`config.mk`:
```
export PLATFORM = sky130hd
export DESIGN_NAME = nibble_row_realigner
export DESIGN_NICKNAME = d
export VERILOG_FILES = /design/src/design/nrr_pkg.sv /design/src/design/nrr_core.sv /design/src/design/nrr_queue.sv /design/src/design/nibble_row_realigner.sv
export SDC_FILE = /design/constraint.sdc
export NUM_CORES = 1
export LEC_CHECK = 0
export BUFFER_PORTS_ARGS = -buffer_cell sky130_fd_sc_hd__buf_4
export CORE_MARGIN = 3
export CORE_UTILIZATION = 40
export CTS_CLUSTER_SIZE = 28
export DETAILED_ROUTE_END_ITERATION = 16
export GPL_ROUTABILITY_DRIVEN = 0
export GPL_TIMING_DRIVEN = 0
export PLACE_DENSITY = 0.58
export SKIP_LAST_GASP = 1
export SLEW_MARGIN = 20
export SYNTH_ARGS = -nofsm -noshare
export SYNTH_HDL_FRONTEND = slang
export SYNTH_HIERARCHICAL = 1
export SYNTH_SLANG_ARGS = --single-unit
export TNS_END_PERCENT = 10
```
`constraint.sdc`:
```
create_clock -name i_clk -period 24.1 [get_ports i_clk]
set_input_delay 0 -clock i_clk [delete_from_list [all_inputs] [get_ports i_clk]]
set_output_delay 0 -clock i_clk [all_outputs]
set_load 0.01 [all_outputs]
```
`src/design/nrr_pkg.sv`:
```
// Package for the nibble row realigner: shared types, constants and helpers.
`timescale 1ns / 1ps

package nrr_pkg;

    localparam int DIM_W        = 8;
    localparam int CFG_DATA_W   = 20;
    localparam int OFFSET_W     = 15;
    localparam int NIB_W        = 4;
    localparam int BYTE_W       = 8;
    localparam int DEF_MAX_DIM  = 255;
    localparam int DEF_ADDR_BITS = 20;
    localparam int QUEUE_DEPTH  = 4;

    localparam logic [NIB_W-1:0] NIB_MASK = 4'hf;
    localparam logic [NIB_W-1:0] NIB_PAD  = 4'h0;

    typedef enum logic [1:0] {
        REG_GLYPH_WIDTH  = 2'd0,
        REG_GLYPH_HEIGHT = 2'd1,
        REG_DEST_BASE    = 2'd2,
        REG_UNUSED       = 2'd3
    } t_reg_index;

    typedef struct packed {
        logic [NIB_W-1:0]    held_nibble;
        logic                held_valid;
        logic [DIM_W-1:0]    column_count;
        logic [DIM_W-1:0]    row_count;
        logic [OFFSET_W-1:0] byte_offset;
    } t_walk;

    typedef struct packed {
        t_walk               walk;
        logic                emit;
        logic [BYTE_W-1:0]   out_byte;
        logic [OFFSET_W-1:0] offset;
        logic                row_end;
        logic                glyph_end;
    } t_step;

    // Zero acts as one, values above the limit are clamped to it.
    function automatic logic [DIM_W-1:0] eff_dim(input logic [DIM_W-1:0] v,
                                                 input int unsigned max_dim);
        logic [DIM_W-1:0] r;
        if (v == '0) begin
            r = DIM_W'(1);
        end else if (32'(v) > max_dim) begin
            r = DIM_W'(max_dim);
        end else begin
            r = v;
        end
        return r;
    endfunction

    // One nibble through the row walker.
    function automatic t_step walk_nibble(input t_walk s, input logic [NIB_W-1:0] n,
                                          input logic [DIM_W-1:0] width,
                                          input logic [DIM_W-1:0] height);
        t_step            r;
        logic [DIM_W:0]   col1;
        logic [DIM_W:0]   row1;
        logic             row_done;
        col1     = {1'b0, s.column_count} + (DIM_W+1)'(1);
        row1     = {1'b0, s.row_count} + (DIM_W+1)'(1);
        row_done = col1 >= {1'b0, width};
        r        = '0;
        r.walk   = s;
        r.offset = s.byte_offset;
        r.walk.column_count = col1[DIM_W-1:0];
        if (s.held_valid || row_done) begin
            r.emit      = 1'b1;
            r.out_byte  = s.held_valid ? {s.held_nibble, n & NIB_MASK} : {n, NIB_PAD};
            r.row_end   = row_done;
            r.glyph_end = row_done && (row1 >= {1'b0, height});
            r.walk.byte_offset = s.byte_offset + OFFSET_W'(1);
            r.walk.held_valid  = 1'b0;
            r.walk.held_nibble = '0;
            if (row_done) begin
                r.walk.column_count = '0;
                r.walk.row_count    = row1[DIM_W-1:0];
            end
            if (r.glyph_end) begin
                r.walk.column_count = '0;
                r.walk.row_count    = '0;
                r.walk.byte_offset  = '0;
            end
        end else begin
            r.walk.held_nibble = n;
            r.walk.held_valid  = 1'b1;
        end
        return r;
    endfunction

endpackage

```
`src/design/nrr_core.sv`:
```
// Realign core: walker state and the two-nibble step producing up to two results.
`timescale 1ns / 1ps

module nrr_core #(
    parameter int ADDR_BITS = nrr_pkg::DEF_ADDR_BITS,
    parameter int RES_W     = nrr_pkg::BYTE_W + ADDR_BITS + 2
) (
    input  logic                            i_clk,
    input  logic                            i_rst_n,
    input  logic                            i_fire,
    input  logic [nrr_pkg::BYTE_W-1:0]      i_byte,
    input  logic [nrr_pkg::DIM_W-1:0]       i_width,
    input  logic [nrr_pkg::DIM_W-1:0]       i_height,
    input  logic [nrr_pkg::CFG_DATA_W-1:0]  i_base,
    output logic [1:0]                      o_count,
    output logic [RES_W-1:0]                o_res0,
    output logic [RES_W-1:0]                o_res1
);
    import nrr_pkg::*;

    t_walk r_walk;
    t_walk n_walk;
    t_step s1;
    t_step s2;
    logic  emit2;
    logic [RES_W-1:0] res1;
    logic [RES_W-1:0] res2;

    function automatic logic [RES_W-1:0] pack_res(input t_step s,
                                                  input logic [CFG_DATA_W-1:0] base);
        logic [32:0] sum;
        sum = 33'(base) + 33'(s.offset);
        return {s.out_byte, sum[ADDR_BITS-1:0], s.row_end, s.glyph_end};
    endfunction

    always_comb begin
        s1     = walk_nibble(r_walk, i_byte[BYTE_W-1:NIB_W], i_width, i_height);
        s2     = walk_nibble(s1.walk, i_byte[NIB_W-1:0], i_width, i_height);
        emit2  = s2.emit && !s1.glyph_end;
        n_walk = s1.glyph_end ? s1.walk : s2.walk;
        res1   = pack_res(s1, i_base);
        res2   = pack_res(s2, i_base);
        o_count = 2'(s1.emit) + 2'(emit2);
        o_res0  = s1.emit ? res1 : res2;
        o_res1  = res2;
        if (!i_fire) begin
            o_count = '0;
        end
    end

    always_ff @(posedge i_clk) begin
        if (!i_rst_n) begin
            r_walk <= '0;
        end else if (i_fire) begin
            r_walk <= n_walk;
        end
    end

endmodule

```
`src/design/nrr_queue.sv`:
```
// Result queue: takes up to two results per cycle, delivers one per transfer.
`timescale 1ns / 1ps

module nrr_queue #(
    parameter int WIDTH = 30,
    parameter int DEPTH = nrr_pkg::QUEUE_DEPTH
) (
    input  logic                       i_clk,
    input  logic                       i_rst_n,
    input  logic [1:0]                 i_push_n,
    input  logic [WIDTH-1:0]           i_data0,
    input  logic [WIDTH-1:0]           i_data1,
    input  logic                       i_pop,
    output logic [$clog2(DEPTH+1)-1:0] o_count,
    output logic                       o_valid,
    output logic [WIDTH-1:0]           o_data
);
    localparam int PTR_W = $clog2(DEPTH);
    localparam int CNT_W = $clog2(DEPTH+1);

    logic [WIDTH-1:0] r_mem [DEPTH];
    logic [PTR_W-1:0] r_wr;
    logic [PTR_W-1:0] r_rd;
    logic [CNT_W-1:0] r_count;
    logic [PTR_W-1:0] wr1;
    logic             pop_ok;

    assign wr1     = r_wr + PTR_W'(1);
    assign pop_ok  = i_pop && (r_count != '0);
    assign o_count = r_count;
    assign o_valid = r_count != '0;
    assign o_data  = r_mem[r_rd];

    always_ff @(posedge i_clk) begin
        if (i_push_n != 2'd0) begin
            r_mem[r_wr] <= i_data0;
        end
        if (i_push_n == 2'd2) begin
            r_mem[wr1] <= i_data1;
        end
    end

    always_ff @(posedge i_clk) begin
        if (!i_rst_n) begin
            r_wr    <= '0;
            r_rd    <= '0;
            r_count <= '0;
        end else begin
            r_wr    <= r_wr + PTR_W'(i_push_n);
            r_rd    <= r_rd + PTR_W'(pop_ok);
            r_count <= r_count + CNT_W'(i_push_n) - CNT_W'(pop_ok);
        end
    end

endmodule

```
`src/design/nibble_row_realigner.sv`:
```
// Top level of the nibble row realigner: config registers, input register, core, queue.
// Path: a source byte is held in the input register, then its results are written to the queue and leave it in order.
// Throughput: one source byte per cycle while each yields at most one byte and the output
// is not stalled; a byte that yields two bytes is limited by the one-result-per-cycle output.
// Reset (synchronous, active low): counters and queue empty, width 1, height 1, base 0.
`timescale 1ns / 1ps

module nibble_row_realigner #(
    parameter int MAX_DIM   = nrr_pkg::DEF_MAX_DIM,
    parameter int ADDR_BITS = nrr_pkg::DEF_ADDR_BITS
) (
    input  logic                            i_clk,
    input  logic                            i_rst_n,
    input  logic                            i_valid,
    output logic                            o_stall,
    input  logic [nrr_pkg::BYTE_W-1:0]      i_src_byte,
    output logic                            o_valid,
    input  logic                            i_stall,
    output logic [nrr_pkg::BYTE_W-1:0]      o_out_byte,
    output logic [ADDR_BITS-1:0]            o_dest_address,
    output logic                            o_row_end,
    output logic                            o_glyph_end,
    input  logic                            i_cfg_valid,
    output logic                            o_cfg_ready,
    input  nrr_pkg::t_reg_index             i_cfg_index,
    input  logic [nrr_pkg::CFG_DATA_W-1:0]  i_cfg_data
);
    import nrr_pkg::*;

    localparam int RES_W = BYTE_W + ADDR_BITS + 2;
    localparam int CNT_W = $clog2(QUEUE_DEPTH+1);

    logic [DIM_W-1:0]      r_width;
    logic [DIM_W-1:0]      r_height;
    logic [CFG_DATA_W-1:0] r_base;
    logic                  r_in_valid;
    logic [BYTE_W-1:0]     r_in_byte;
    logic                  fire;
    logic                  room;
    logic [1:0]            push_n;
    logic [RES_W-1:0]      res0;
    logic [RES_W-1:0]      res1;
    logic [CNT_W-1:0]      q_count;
    logic [RES_W-1:0]      q_data;

    assign o_cfg_ready = 1'b1;
    assign room        = q_count <= CNT_W'(QUEUE_DEPTH - 2);
    assign fire        = r_in_valid && room;
    assign o_stall     = r_in_valid && !room;

    always_ff @(posedge i_clk) begin
        if (!i_rst_n) begin
            r_width  <= DIM_W'(1);
            r_height <= DIM_W'(1);
            r_base   <= '0;
        end else if (i_cfg_valid) begin
            unique case (i_cfg_index)
                REG_GLYPH_WIDTH:  r_width  <= i_cfg_data[DIM_W-1:0];
                REG_GLYPH_HEIGHT: r_height <= i_cfg_data[DIM_W-1:0];
                REG_DEST_BASE:    r_base   <= i_cfg_data;
                default: ;
            endcase
        end
    end

    always_ff @(posedge i_clk) begin
        if (!i_rst_n) begin
            r_in_valid <= 1'b0;
        end else if (!o_stall) begin
            r_in_valid <= i_valid;
        end
    end

    always_ff @(posedge i_clk) begin
        if (i_valid && !o_stall) begin
            r_in_byte <= i_src_byte;
        end
    end

    nrr_core #(
        .ADDR_BITS (ADDR_BITS),
        .RES_W     (RES_W)
    ) u_core (
        .i_clk    (i_clk),
        .i_rst_n  (i_rst_n),
        .i_fire   (fire),
        .i_byte   (r_in_byte),
        .i_width  (eff_dim(r_width, MAX_DIM)),
        .i_height (eff_dim(r_height, MAX_DIM)),
        .i_base   (r_base),
        .o_count  (push_n),
        .o_res0   (res0),
        .o_res1   (res1)
    );

    nrr_queue #(
        .WIDTH (RES_W),
        .DEPTH (QUEUE_DEPTH)
    ) u_queue (
        .i_clk    (i_clk),
        .i_rst_n  (i_rst_n),
        .i_push_n (push_n),
        .i_data0  (res0),
        .i_data1  (res1),
        .i_pop    (!i_stall),
        .o_count  (q_count),
        .o_valid  (o_valid),
        .o_data   (q_data)
    );

    assign o_out_byte     = q_data[RES_W-1 -: BYTE_W];
    assign o_dest_address = q_data[ADDR_BITS+1:2];
    assign o_row_end      = q_data[1];
    assign o_glyph_end    = q_data[0];

endmodule

```
==> summary.md, run 1 <==
| Metric | Value |
|---|---|
| Outcome | `complete, no violations` |
| Max-cap viol count | `0` |
| Reg clk slew, reported paths | `0.06 ns` |
| Unrepaired setup endpoints after global routing | `false` |
| YS warnings | `6` |
| Startpoint Class | `register` |
| R2r endpoint | `u_queue/r_mem[2][4]` |
| Worst Setup Path Type | `register to register` |
| First-pass GRT wire length | `60040 µm` |
| Nature of the critical path endpoint | `register` |
| Largest cells by area after synthesis | `edfxtp_1, dfxtp_1, ha_1, mux2_1, mux4_2` |
| Final Max Tran Viols | `0` |
| Synth Instances | `1339` |
| # IOs | `68` |
| Worst min-delay path startpoint | `i_cfg_valid` |
| First-pass DRT Iterations | `5` |
| Site Rows | `68` |
| CTS tree | `built` |
| Vias in the first global route | `10633` |
| Total track usage | `19.83%` |
| Yosys cell types | `95` |
| Die height | `194.3 µm` |
| Die X | `194.3 µm` |
| Worst EP arrival | `8.62 ns` |
| Clock tree sinks | `208` |
| Vias | `10768` |
| Detailed placer's ending HPWL | `28590 µm` |
| Htree depth | `1` |
| Req. time, crit path | `24.32 ns` |
| Layout area overhead | `16.24%` |
| Reg2reg setup slack | `15.70 ns` |
| Cell mode on critical path | `ha_1` |
| Die area | `37770 µm²` |
| Hold path depth | `5` |
| #FFs+latches synth | `208` |
| Number of CTS-inserted buffers | `25` |
| Max IR drop VDD | `47.19 µV` |
| Post-synth EDFFs | `128` |
| Layout cell share with drive strength beyond 1 | `17.57%` |
| Fin cells | `1946` |
| Initial drt markers | `669` |
| Sequential-to-total area share from yosys stat | `38.38%` |
| Metal-1 WL | `17500 µm` |
| Crit path from | `u_core/r_walk[23]` |
| Worst skew pair latency | `0.53 ns` |
| Max_slew headroom | `36.49%` |
| Top cell type's share of synthesized area | `27.09%` |
| Vias/cell | `5.533` |
| CTS root buf | `clkbuf_16` |
| Mapped Area | `14190 µm²` |
| WL/cell | `19.72 µm` |
| Met3 WL | `1883 µm` |
| N_diodes | `0` |
| Drt total wl | `38370 µm` |
| Placed Cells | `1865` |
| Min-delay worst type | `input pin to register` |
| Critical Path Sink | `u_queue/r_mem[2][4]` |
| Slowest CP cell | `o22ai_1` |
| Reg2reg start | `u_core/r_walk[23]` |
| Cell area power density | `76.34 nW/µm²` |
| Crit path max fanout | `20` |
| Max Freq | `119.0 MHz` |
| Max Root-Sink Buffers | `3` |
| Skew final | `0.01681 ns` |
| Period utilisation layout | `34.86%` |
| Fin. Hold Viols | `0` |
| Tot Pwr | `1259 µW` |
| Pin count of the biggest net entering global routing | `23` |
| DRC | `0` |
| DP Worst Slack | `15.83 ns` |
| LEAKAGE | `0.006389 µW` |
| Initial core utilization | `40.87%` |
| Global route overflow | `0` |
| Initial antenna violation count | `0` |
| ANT nets after route | `0` |
| Top Layer Used | `met4` |
| Synth async-reset ratio | `0%` |
| Slew @ Worst Pin | `0.9463 ns` |
| Post-synth top flop | `edfxtp_1` |
| Setup ws final | `15.70 ns` |
| Final setup viols | `0` |
| Setup TNS | `0 ns` |
| Post_cts resized | `0` |
| Synthesized Nets | `1449` |
| Met2 WL | `18000 µm` |
| Final min period | `8.400 ns` |
| Final #Nets | `1582` |
| Core Region | `34710 µm²` |
| Largest area contributor in the netlist | `edfxtp_1` |
| Critical path's largest stage delay | `0.49 ns` |
| PortBufs | `66` |
| Syn Area/Cell | `10.60 µm²` |
| Worst reg-to-reg path cell count | `31` |
-- synth_stat cells (all sizes together) (17+ instances only) --
library cell	count
nor3	31
xor2	28
xnor2	46
mux2	124
nand3	37
edfxtp	128
inv	42
nand4	19
buf	53
nand2	136
a21oi	62
dfxtp	80
mux4	30
and2	17
ha	72
nor2	80
a21o	21
o21ai	43
a31oi	17
clkbuf	39
mux2i	41
-- state kept, by name, summed over array words and instances, names as in the netlist --
signal           count
r_width              8
u_core/r_walk       36
r_in_valid           1
u_queue/r_rd         2
u_queue/o_count      3
r_base              20
r_height             8
u_queue/r_wr         2
u_queue/r_mem      120
r_in_byte            8
-- per-stage QoR --
step	utilization, %	cell area, µm²	hold slack (ns)
after floorplan	-	14190	0.09887
after global placement	43.94	15250	0.1795
after detailed placement	44.36	15400	0.1796
after CTS	47.51	16490	0.08456
after global routing	47.51	16490	0.1378
final	47.51	16490	0.1053
-- routing by layer --
layer	global-route usage (%)	vias up
met3	2.115	64
met5	0	-
met4	5.239	0
li1	-	5241
met2	33.40	291
met1	27.40	5172
-- where the power goes --
part           switching [µW]  internal, µW  total [µW]
Combinational             263           202         465
Clock                     150           192         343
Sequential               18.7           433         452
Total                     432           827        1260
-- cells in the final DEF (no fill, tap or decap), types with 40 or more instances in the layout --
master    instances
edfxtp_1        128
nor2_1           79
xnor2_1          46
a21oi_1          62
mux2i_1          41
ha_1             72
clkbuf_1         44
dfxtp_1          80
inv_1            41
buf_4            75
mux2_4           40
nand2_1         135
mux2_1           80
o21ai_0          40
-- worst max-delay path: cells and delay by family (launching register included) --
family / cells / cell delay, ns
AOI/OAI and AO/OA: 8 / 2.44
and+or+nand+nor: 10 / 2.04
buffers and inverters: 7 / 1.57
adders and majority gates: 4 / 1.12
xor gates and xnor gates: 2 / 0.53
DFF: 1 / 0.40
-- layout make-up --
| class | instances | area [µm²] |
|---|---|---|
| buffer | 92 | 546.8 |
| clock buffer | 30 | 644.4 |
| clock inverter | 16 | 100.1 |
| fill | 3302 | 18220 |
| inverter | 42 | 157.7 |
| multi-input combinational | 997 | 8087 |
| sequential | 208 | 5445 |
| tap | 455 | 569.3 |
| timing repair buffer | 106 | 943.4 |
-- worst min-delay path by stage --
| stage | endpoint |
|---|---|
| final | r_base[5] |
| after detailed placement | r_in_byte[5] |
| after global placement | r_in_byte[3] |
| after global routing | r_base[13] |
| after floorplan | r_in_byte[0] |
| after CTS | r_base[10] |
-- repair_timing --
action / CTS / global route
setup buffers: 0 / 0
hold buffers: 35 / 0
hold endpoints to repair: 52 / 0
-- cells by family (layout without fill, tap and decap cells) --
logic type | after synthesis | in the layout | share of synthesized area, %
and+or+nand+nor | 407 | 407 | 14.55
AOI/OAI and AO/OA | 243 | 243 | 11.87
DFF | 208 | 208 | 38.38
muxes | 195 | 195 | 18.55
buffers and inverters | 134 | 286 | 4.965
xor gates and xnor gates | 76 | 76 | 4.885
adders and majority gates | 75 | 75 | 6.772
other | 1 | 1 | 0.02643
(Power assumes the default switching activity.)
==> inputs of run 2 (changes only) <==
--- a/config.mk
+++ b/config.mk
@@ -5,6 +5,7 @@
 export SDC_FILE = /design/constraint.sdc
 export NUM_CORES = 1
 export LEC_CHECK = 0
+export ABC_AREA = 1
 export BUFFER_PORTS_ARGS = -buffer_cell sky130_fd_sc_hd__buf_4
 export CORE_MARGIN = 3
 export CORE_UTILIZATION = 40
==> constraint.sdc (replaced) <==
create_clock -name i_clk -period 8.32 [get_ports i_clk]
set_input_delay 0 -clock i_clk [delete_from_list [all_inputs] [get_ports i_clk]]
set_output_delay 0 -clock i_clk [all_outputs]
set_load 0.01 [all_outputs]
==> run 2 against run 1 <==
Clock power grew to 3.4 times the previous value. Hold slack gained 0.098 ns. Critical path type unchanged. Critical endpoint is now u_queue/r_mem[3][5]. Register-to-register slack got worse by 15 ns. Via count up 20%.
==> summary.md, run 2 <==
| Metric | Value |
|---|---|
| Outcome | `complete, no violations` |
| Hold endpoint | `r_in_byte[4]` |
| Register Area | `5445 µm² (unchanged)` |
| Pint | `2837 µW (+240%)` |
| Yosys cell types | `56 (-41%)` |
| Slew @ Worst Pin | `0.7642 ns (-0.1821 ns)` |
| Post-CTS Repair Setup Buffers | `0 (unchanged)` |
| Number of CTS-inserted buffers | `26 (+4.0%)` |
| Worst skew pair latency | `0.53 ns (about the same)` |
| Clock tree sinks | `208 (unchanged)` |
| P_sw | `2053 µW (+380%)` |
| First-pass DRT Iterations | `5 (unchanged)` |
| Unrepaired setup endpoints after global routing | `false` |
| Placed Cells | `2391 (+28%)` |
| Fin. Hold Viols | `0 (unchanged)` |
| CTS tree | `built` |
| PortBufs | `65 (-1.5%)` |
| # IOs | `68 (unchanged)` |
| Syn Area/Cell | `7.895 µm² (-25%)` |
| Post-synth top flop | `edfxtp_1` |
| Final Max Tran Viols | `0 (unchanged)` |
| Vias | `12876 (+20%)` |
| Req. time, crit path | `8.56 ns (-15.76 ns)` |
| WL/cell | `17.29 µm (-12%)` |
| Htree depth | `1 (unchanged)` |
| Worst EP arrival | `7.72 ns (-0.90 ns)` |
| Vias/cell | `5.198 (-6.1%)` |
| ANT nets after route | `0 (unchanged)` |
| Sw Share | `41.99% (+7.7 points)` |
| Layout cell share with drive strength beyond 1 | `18.30% (+0.73 points)` |
| Reg2reg setup slack | `0.84 ns (-14.86 ns)` |
| Fin cells | `2477 (+27%)` |
| Critical path's largest stage delay | `0.65 ns (+0.16 ns)` |
| Top cell type's share of synthesized area | `26.22% (-0.87 points)` |
| Largest register FFs | `120 (unchanged)` |
| Reg2reg start | `u_core/r_walk[23]` |
| Largest Register | `u_queue/r_mem` |
| Max_slew headroom | `48.87% (+12 points)` |
| Commonest non-fill, non-tap cell in the layout | `nand2_1` |
| Post-route cell area | `17160 µm² (+4.0%)` |
| Slowest CP cell | `o31ai_4` |
| Pin count of the biggest net entering global routing | `14 (-39%)` |
| Die height | `197.4 µm (+1.6%)` |
| Multi-input gate area | `7744 µm² (-4.2%)` |
| DRC | `0 (unchanged)` |
| R2r endpoint | `u_queue/r_mem[3][5]` |
| Initial antenna violation count | `0 (unchanged)` |
| Power share of the clock group | `23.7% (-3.5 points)` |
| Worst Setup Path Type | `register to register` |
| Synth Instances | `1857 (+39%)` |
| Cell area power density | `285.0 nW/µm² (+270%)` |
| Min-delay worst type | `input pin to register` |
| Total track usage | `21.66% (+1.8 points)` |
| YS warnings | `6 (unchanged)` |
| Most frequent cells in the layout | `nand2_1, inv_1, nor2_1` |
| Worst reg-to-reg path cell count | `34 (+9.7%)` |
| LEAKAGE | `0.007464 µW (+17%)` |
| Die X | `197.4 µm (+1.6%)` |
| Post-synth EDFFs | `128 (unchanged)` |
| Max-cap viol count | `0 (unchanged)` |
| Reg clk slew, reported paths | `0.06 ns (about the same)` |
| Skew final | `0.02332 ns (+0.006511 ns)` |
| Regs by FF count | `u_queue/r_mem: 120 flops, u_core/r_walk: 36 flops, r_base: 20 flops` |
| Synthesized Nets | `1967 (+36%)` |
| Max Freq | `133.6 MHz (+12%)` |
| Crit path max fanout | `11 (-45%)` |
| Final min period | `7.484 ns (-0.9161 ns)` |
| Nature of the critical path endpoint | `register` |
| Global route overflow | `0 (unchanged)` |
| Final setup viols | `0 (unchanged)` |
| Hold path depth | `2 (-3)` |
| Die area | `38980 µm² (+3.2%)` |
| #FFs+latches synth | `208 (unchanged)` |
| Vias in the first global route | `12467 (+17%)` |
| Filler instances | `3504 (+6.1%)` |
| Sequential-to-total area share from yosys stat | `37.14% (-1.2 points)` |
| Core Region | `35830 µm² (+3.2%)` |
| Flop pwr share | `29.0% (-6.9 points)` |
| Period utilisation layout | `89.95% (+55 points)` |
| Power share of the combinational group | `47.3% (+10 points)` |
| Mapped Area | `14660 µm² (+3.3%)` |
| Placed Area | `15870 µm² (+3.1%)` |
| N_diodes | `0 (unchanged)` |
| Detailed placer's ending HPWL | `32200 µm (+13%)` |
| Final #Nets | `2108 (+33%)` |
| Site Rows | `69 (+1.5%)` |
| Largest cells by area after synthesis | `edfxtp_1, nand2_1, dfxtp_1, o21ai_2, ha_1` |
| Largest area contributor in the netlist | `edfxtp_1` |
| Worst min-delay path startpoint | `i_src_byte[4]` |
| Max Root-Sink Buffers | `3 (unchanged)` |
| First-pass GRT wire length | `67720 µm (+13%)` |
| Max IR drop VDD | `194.7 µV (+310%)` |
| Cell mode on critical path | `nand2_1` |
| Layout area overhead | `17.03%` |
| Drt total wl | `42840 µm (+12%)` |
| Most frequent cells after synthesis | `nand2_1, inv_1, nor2_1` |
| Initial core utilization | `40.92% (+0.045 points)` |
| Startpoint Class | `register` |
| Initial drt markers | `1014 (+52%)` |
| Count leader, synth | `nand2_1` |
| CTS root buf | `clkbuf_16` |
| Synth async-reset ratio | `0% (unchanged)` |
[run 2: per-layer routing]
metal / GRT usage [%] / wire, µm / vias to the layer above
li1: - / - / 6415
met1: 29.33 / 19210 / 6045
met2: 37.39 / 20210 / 352
met3: 2.132 / 2316 / 64
met4: 5.333 / 1098 / 0
met5: 0 / 0 / -
[run 2: power by group through the flow]
| stage | registers (µW) | logic, µW | clock network (µW) |
|---|---|---|---|
| 2_1_floorplan | 1420 | 1580 | 0 |
| 3_3_place_gp | 1450 | 2210 | 0 |
| 3_5_place_dp | 1440 | 2300 | 0 |
| 4_1_cts | 1420 | 2320 | 1190 |
| 5_1_grt | 1430 | 2560 | 1230 |
| 6_report | 1420 | 2310 | 1160 |
[run 2: worst max path at each step]
| stage | from | to |
|---|---|---|
| 2_1_floorplan | u_core/r_walk[23] | u_queue/r_mem[0][0] |
| 3_3_place_gp | u_core/r_walk[23] | u_queue/r_mem[3][0] |
| 3_5_place_dp | u_core/r_walk[23] | u_queue/r_mem[3][5] |
| 4_1_cts | u_core/r_walk[23] | u_queue/r_mem[3][5] |
| 5_1_grt | u_core/r_walk[23] | u_queue/r_mem[3][7] |
| 6_report | u_core/r_walk[23] | u_queue/r_mem[3][5] |
[run 2: stage by stage]
| stage | total power, µW | util (%) | hold WS, ns | setup WS (ns) | setup TNS [ns] |
|---|---|---|---|---|---|
| after global placement | 3663 | 43.89 | 0.1799 | -2.287 | -254.70 |
| final | 4890 | 47.89 | 0.2036 | 0.8359 | 0 |
| after CTS | 4922 | 47.89 | 0.1775 | 0.8665 | 0 |
| after floorplan | 3002 | - | 0.09345 | 1.003 | 0 |
| after global routing | 5222 | 47.89 | 0.1848 | 0.2612 | 0 |
| after detailed placement | 3735 | 44.31 | 0.1796 | 0.8963 | 0 |
[run 2: layout make-up]
type	count	share of cell area, %
sequential	208	31.74
timing repair buffer	113	5.725
inverter	230	5.047
multi-input combinational	1328	45.14
tap	461	3.362
buffer	91	3.851
clock buffer	34	4.150
clock inverter	12	0.9918
[run 2: timing repair]
action                                 4_1_cts  5_1_grt
endpoints found under the hold margin       52        0
resized for setup                            0        0
hold buffers                                40        0
[run 2: worst max-delay path, delay by kind of cell, from the launching register on]
kind	cells	cell delay, ns
simple gates	15	2.30
fa+ha+maj	5	1.51
buf+inv	7	1.14
compound gates	5	1.14
xor+xnor	2	0.60
flops	1	0.48
[run 2: logic make-up after synthesis]
group                      share of synthesized area (%)
and+or+nand+nor                                    23.92
AOI/OAI and AO/OA                                  17.70
buffers and inverters                              10.41
DFF                                                37.14
adders and majority gates                          6.555
xor gates and xnor gates                           4.242
other                                            0.02558
==> inputs of run 3 (changes only) <==
--- a/config.mk
+++ b/config.mk
@@ -7,7 +7,6 @@
 export LEC_CHECK = 0
 export ABC_AREA = 1
 export BUFFER_PORTS_ARGS = -buffer_cell sky130_fd_sc_hd__buf_4
-export CORE_MARGIN = 3
 export CORE_UTILIZATION = 40
 export CTS_CLUSTER_SIZE = 28
 export DETAILED_ROUTE_END_ITERATION = 16
==> constraint.sdc (replaced) <==
create_clock -name i_clk -period 8.32 [get_ports i_clk]
set_input_delay 0 -clock i_clk [delete_from_list [all_inputs] [get_ports i_clk]]
set_output_delay 0 -clock i_clk [all_outputs]
set_load 0.02 [all_outputs]
==> run 3 against run 2 <==
The flow now finishes with violations (design-rule violations). Combinational power increased by 3%. Sequential power is essentially flat. Clock power about the same. Clock skew fell by 0.014 ns. First-iteration DRC count shrank 7.8%. Critical path type unchanged.
==> summary.md, run 3 (synthesis gave the netlist of run 2 again) <==
| Metric | Value |
|---|---|
| Cell area power density | `289.1 nW/µm² (+1.4%)` |
| Layout area overhead | `16.99% (about the same)` |
| Layout cell share with drive strength beyond 1 | `18.21% (-0.090 points)` |
| First-pass GRT wire length | `67660 µm (about the same)` |
| Post-route cell area | `17150 µm² (about the same)` |
| Largest register FFs | `120 (unchanged)` |
| Commonest non-fill, non-tap cell in the layout | `nand2_1` |
| Hold slack | `0.1888 ns (-0.01477 ns)` |
| Reg clk slew, reported paths | `0.06 ns (about the same)` |
| Max IR drop VDD | `126.2 µV (-35%)` |
| Placed Area | `15890 µm² (about the same)` |
| Startpoint Class | `register` |
| Largest Register | `u_queue/r_mem` |
| Req. time, crit path | `8.55 ns (about the same)` |
| Unrepaired setup endpoints after global routing | `false` |
| Site Rows | `69 (unchanged)` |
| Die area | `37420 µm² (-4.0%)` |
| LEAKAGE | `0.007469 µW (about the same)` |
| DP Worst Slack | `0.9130 ns (+0.01675 ns)` |
| Crit path from | `u_core/r_walk[23]` |
| Reg2reg setup slack | `0.80 ns (-0.04 ns)` |
| WP depth | `33 (-2.9%)` |
| DRC | `7 (+7)` |
| Nature of the critical path endpoint | `register` |
| Crit path max fanout | `11 (unchanged)` |
| Max Freq | `133.0 MHz (-0.49%)` |
| Flop pwr share | `28.6% (-0.4 points)` |
| Power share of the clock group | `23.6% (about the same)` |
| Placed Cells | `2392 (+0.042%)` |
| Post-CTS Repair Setup Buffers | `0 (unchanged)` |
| Final Max Tran Viols | `0 (unchanged)` |
| Htree depth | `1 (unchanged)` |
| Worst skew pair latency | `0.53 ns (about the same)` |
| Slowest CP cell | `o31ai_4` |
| PortBufs | `65 (unchanged)` |
| Total track usage | `22.65% (+0.99 points)` |
| Fin. Hold Viols | `0 (unchanged)` |
| Slew @ Worst Pin | `0.7578 ns (-0.006412 ns)` |
| Vias in the first global route | `12359 (-0.87%)` |
| Delay-heaviest family, CP | `simple AND/OR/NAND/NOR gates` |
| Hold-fix buffers at CTS | `40 (unchanged)` |
| Clock tree sinks | `208 (unchanged)` |
| Initial antenna violation count | `0 (unchanged)` |
| Reg2reg start | `u_core/r_walk[23]` |
| Final setup viols | `0 (unchanged)` |
| Sw Share | `42.56% (+0.56 points)` |
| Min-delay worst type | `input pin to register` |
| P_sw | `2110 µW (+2.8%)` |
| Multi-input gate area | `7744 µm² (unchanged)` |
| Power share of the combinational group | `47.8% (+0.5 points)` |
| Drt total wl | `42310 µm (-1.2%)` |
| Critical path's largest stage delay | `0.63 ns (-0.02 ns)` |
| WL/cell | `17.09 µm (-1.2%)` |
| Pin count of the biggest net entering global routing | `14 (unchanged)` |
| Max_slew headroom | `48.95% (+0.082 points)` |
| Max-cap viol count | `0 (unchanged)` |
| Most frequent cells in the layout | `nand2_1, inv_1, nor2_1` |
| CTS tree | `built` |
| Setup ws final | `0.7988 ns (-0.03713 ns)` |
| # IOs | `68 (unchanged)` |
| Max Root-Sink Buffers | `3 (unchanged)` |
| Skew final | `0.009015 ns (-0.01431 ns)` |
| Filler instances | `3467 (-1.1%)` |
| Register Area | `5445 µm² (unchanged)` |
| Pint | `2848 µW (+0.41%)` |
| Vias | `12769 (-0.83%)` |
| Detailed placer's ending HPWL | `32010 µm (-0.58%)` |
| Worst EP arrival | `7.75 ns (+0.03 ns)` |
| N_diodes | `0 (unchanged)` |
| Initial drt markers | `935 (-7.8%)` |
| Hold path depth | `2 (unchanged)` |
| Vias/cell | `5.157 (-0.79%)` |
| Outcome | `finished with violations` |
| Cell mode on critical path | `nand2_1` |
| ANT nets after route | `0 (unchanged)` |
| Final #Nets | `2108 (unchanged)` |
| First-pass DRT Iterations | `11 (+6)` |
| Critical Path Sink | `u_queue/r_mem[3][5]` |
| Final min period | `7.521 ns (+0.03713 ns)` |
| Period utilisation layout | `90.40% (+0.45 points)` |
| Die X | `193.4 µm (-2.0%)` |
| Failing checks | `design-rule violations` |
| Die height | `193.4 µm (-2.0%)` |
| Number of CTS-inserted buffers | `25 (-3.8%)` |
| Core Region | `35830 µm² (unchanged)` |
| Post_cts resized | `0 (unchanged)` |
| Global route overflow | `0 (unchanged)` |
| Regs by FF count | `u_queue/r_mem: 120 flops, u_core/r_walk: 36 flops, r_base: 20 flops` |
| Initial core utilization | `40.92% (unchanged)` |
| Worst Setup Path Type | `register to register` |
| Fin cells | `2476 (-0.040%)` |
| CTS root buf | `clkbuf_16` |
| Worst reg-to-reg path cell count | `33 (-2.9%)` |
| Tot Pwr | `4959 µW (+1.4%)` |
| CP bufs+invs | `6 (-1)` |
| R2r endpoint | `u_queue/r_mem[3][5]` |
-- run 3: cell count changes in the layout (fill, tap and decap cells not counted), sizes merged --
cell	previous run	this run
clkinvlp	3	2
bufinv	4	6
buf	120	121
clkbuf	78	72
clkinv	7	10
-- run 3: metrics by stage --
| stage | TNS, ns | utilization, % |
|---|---|---|
| 2_1_floorplan | 0 | - |
| 3_3_place_gp | -262.41 | 43.89 |
| 3_5_place_dp | 0 | 44.34 |
| 4_1_cts | 0 | 47.87 |
| 5_1_grt | 0 | 47.87 |
| 6_report | 0 | 47.87 |
-- run 3: power by group through the flow --
stage | registers, µW | clock network, µW | logic (µW)
detailed placement | 1440 | 0 | 2350
CTS | 1420 | 1190 | 2380
finish | 1420 | 1170 | 2370
floorplan | 1420 | 0 | 1650
global placement | 1450 | 0 | 2280
global route | 1430 | 1230 | 2610
-- run 3: area by class of cell --
type                       count  share of cell area [%]
buffer                        91                   3.852
clock buffer                  28                   3.713
clock inverter                16                   1.335
inverter                     230                   5.048
multi-input combinational   1328                   45.15
sequential                   208                   31.75
tap                          461                   3.363
timing repair buffer         114                   5.792
-- run 3: metal layers --
| layer | vias to the layer above | routed length [µm] | GRT usage, % |
|---|---|---|---|
| met2 | 341 | 20230 | 39.17 |
| met4 | 0 | 813 | 5.896 |
| met3 | 55 | 1991 | 2.179 |
| met5 | - | 0 | 0 |
| li1 | 6404 | - | - |
| met1 | 5969 | 19270 | 30.23 |
-- run 3: worst min-delay path by stage --
stage	start	to	slack (ns)
2_1_floorplan	i_rst_n	u_queue/r_wr[0]	0.09
3_3_place_gp	i_src_byte[7]	r_in_byte[7]	0.18
3_5_place_dp	i_src_byte[5]	r_in_byte[5]	0.18
4_1_cts	i_src_byte[7]	r_in_byte[7]	0.17
5_1_grt	i_src_byte[1]	r_in_byte[1]	0.19
6_report	i_src_byte[1]	r_in_byte[1]	0.19
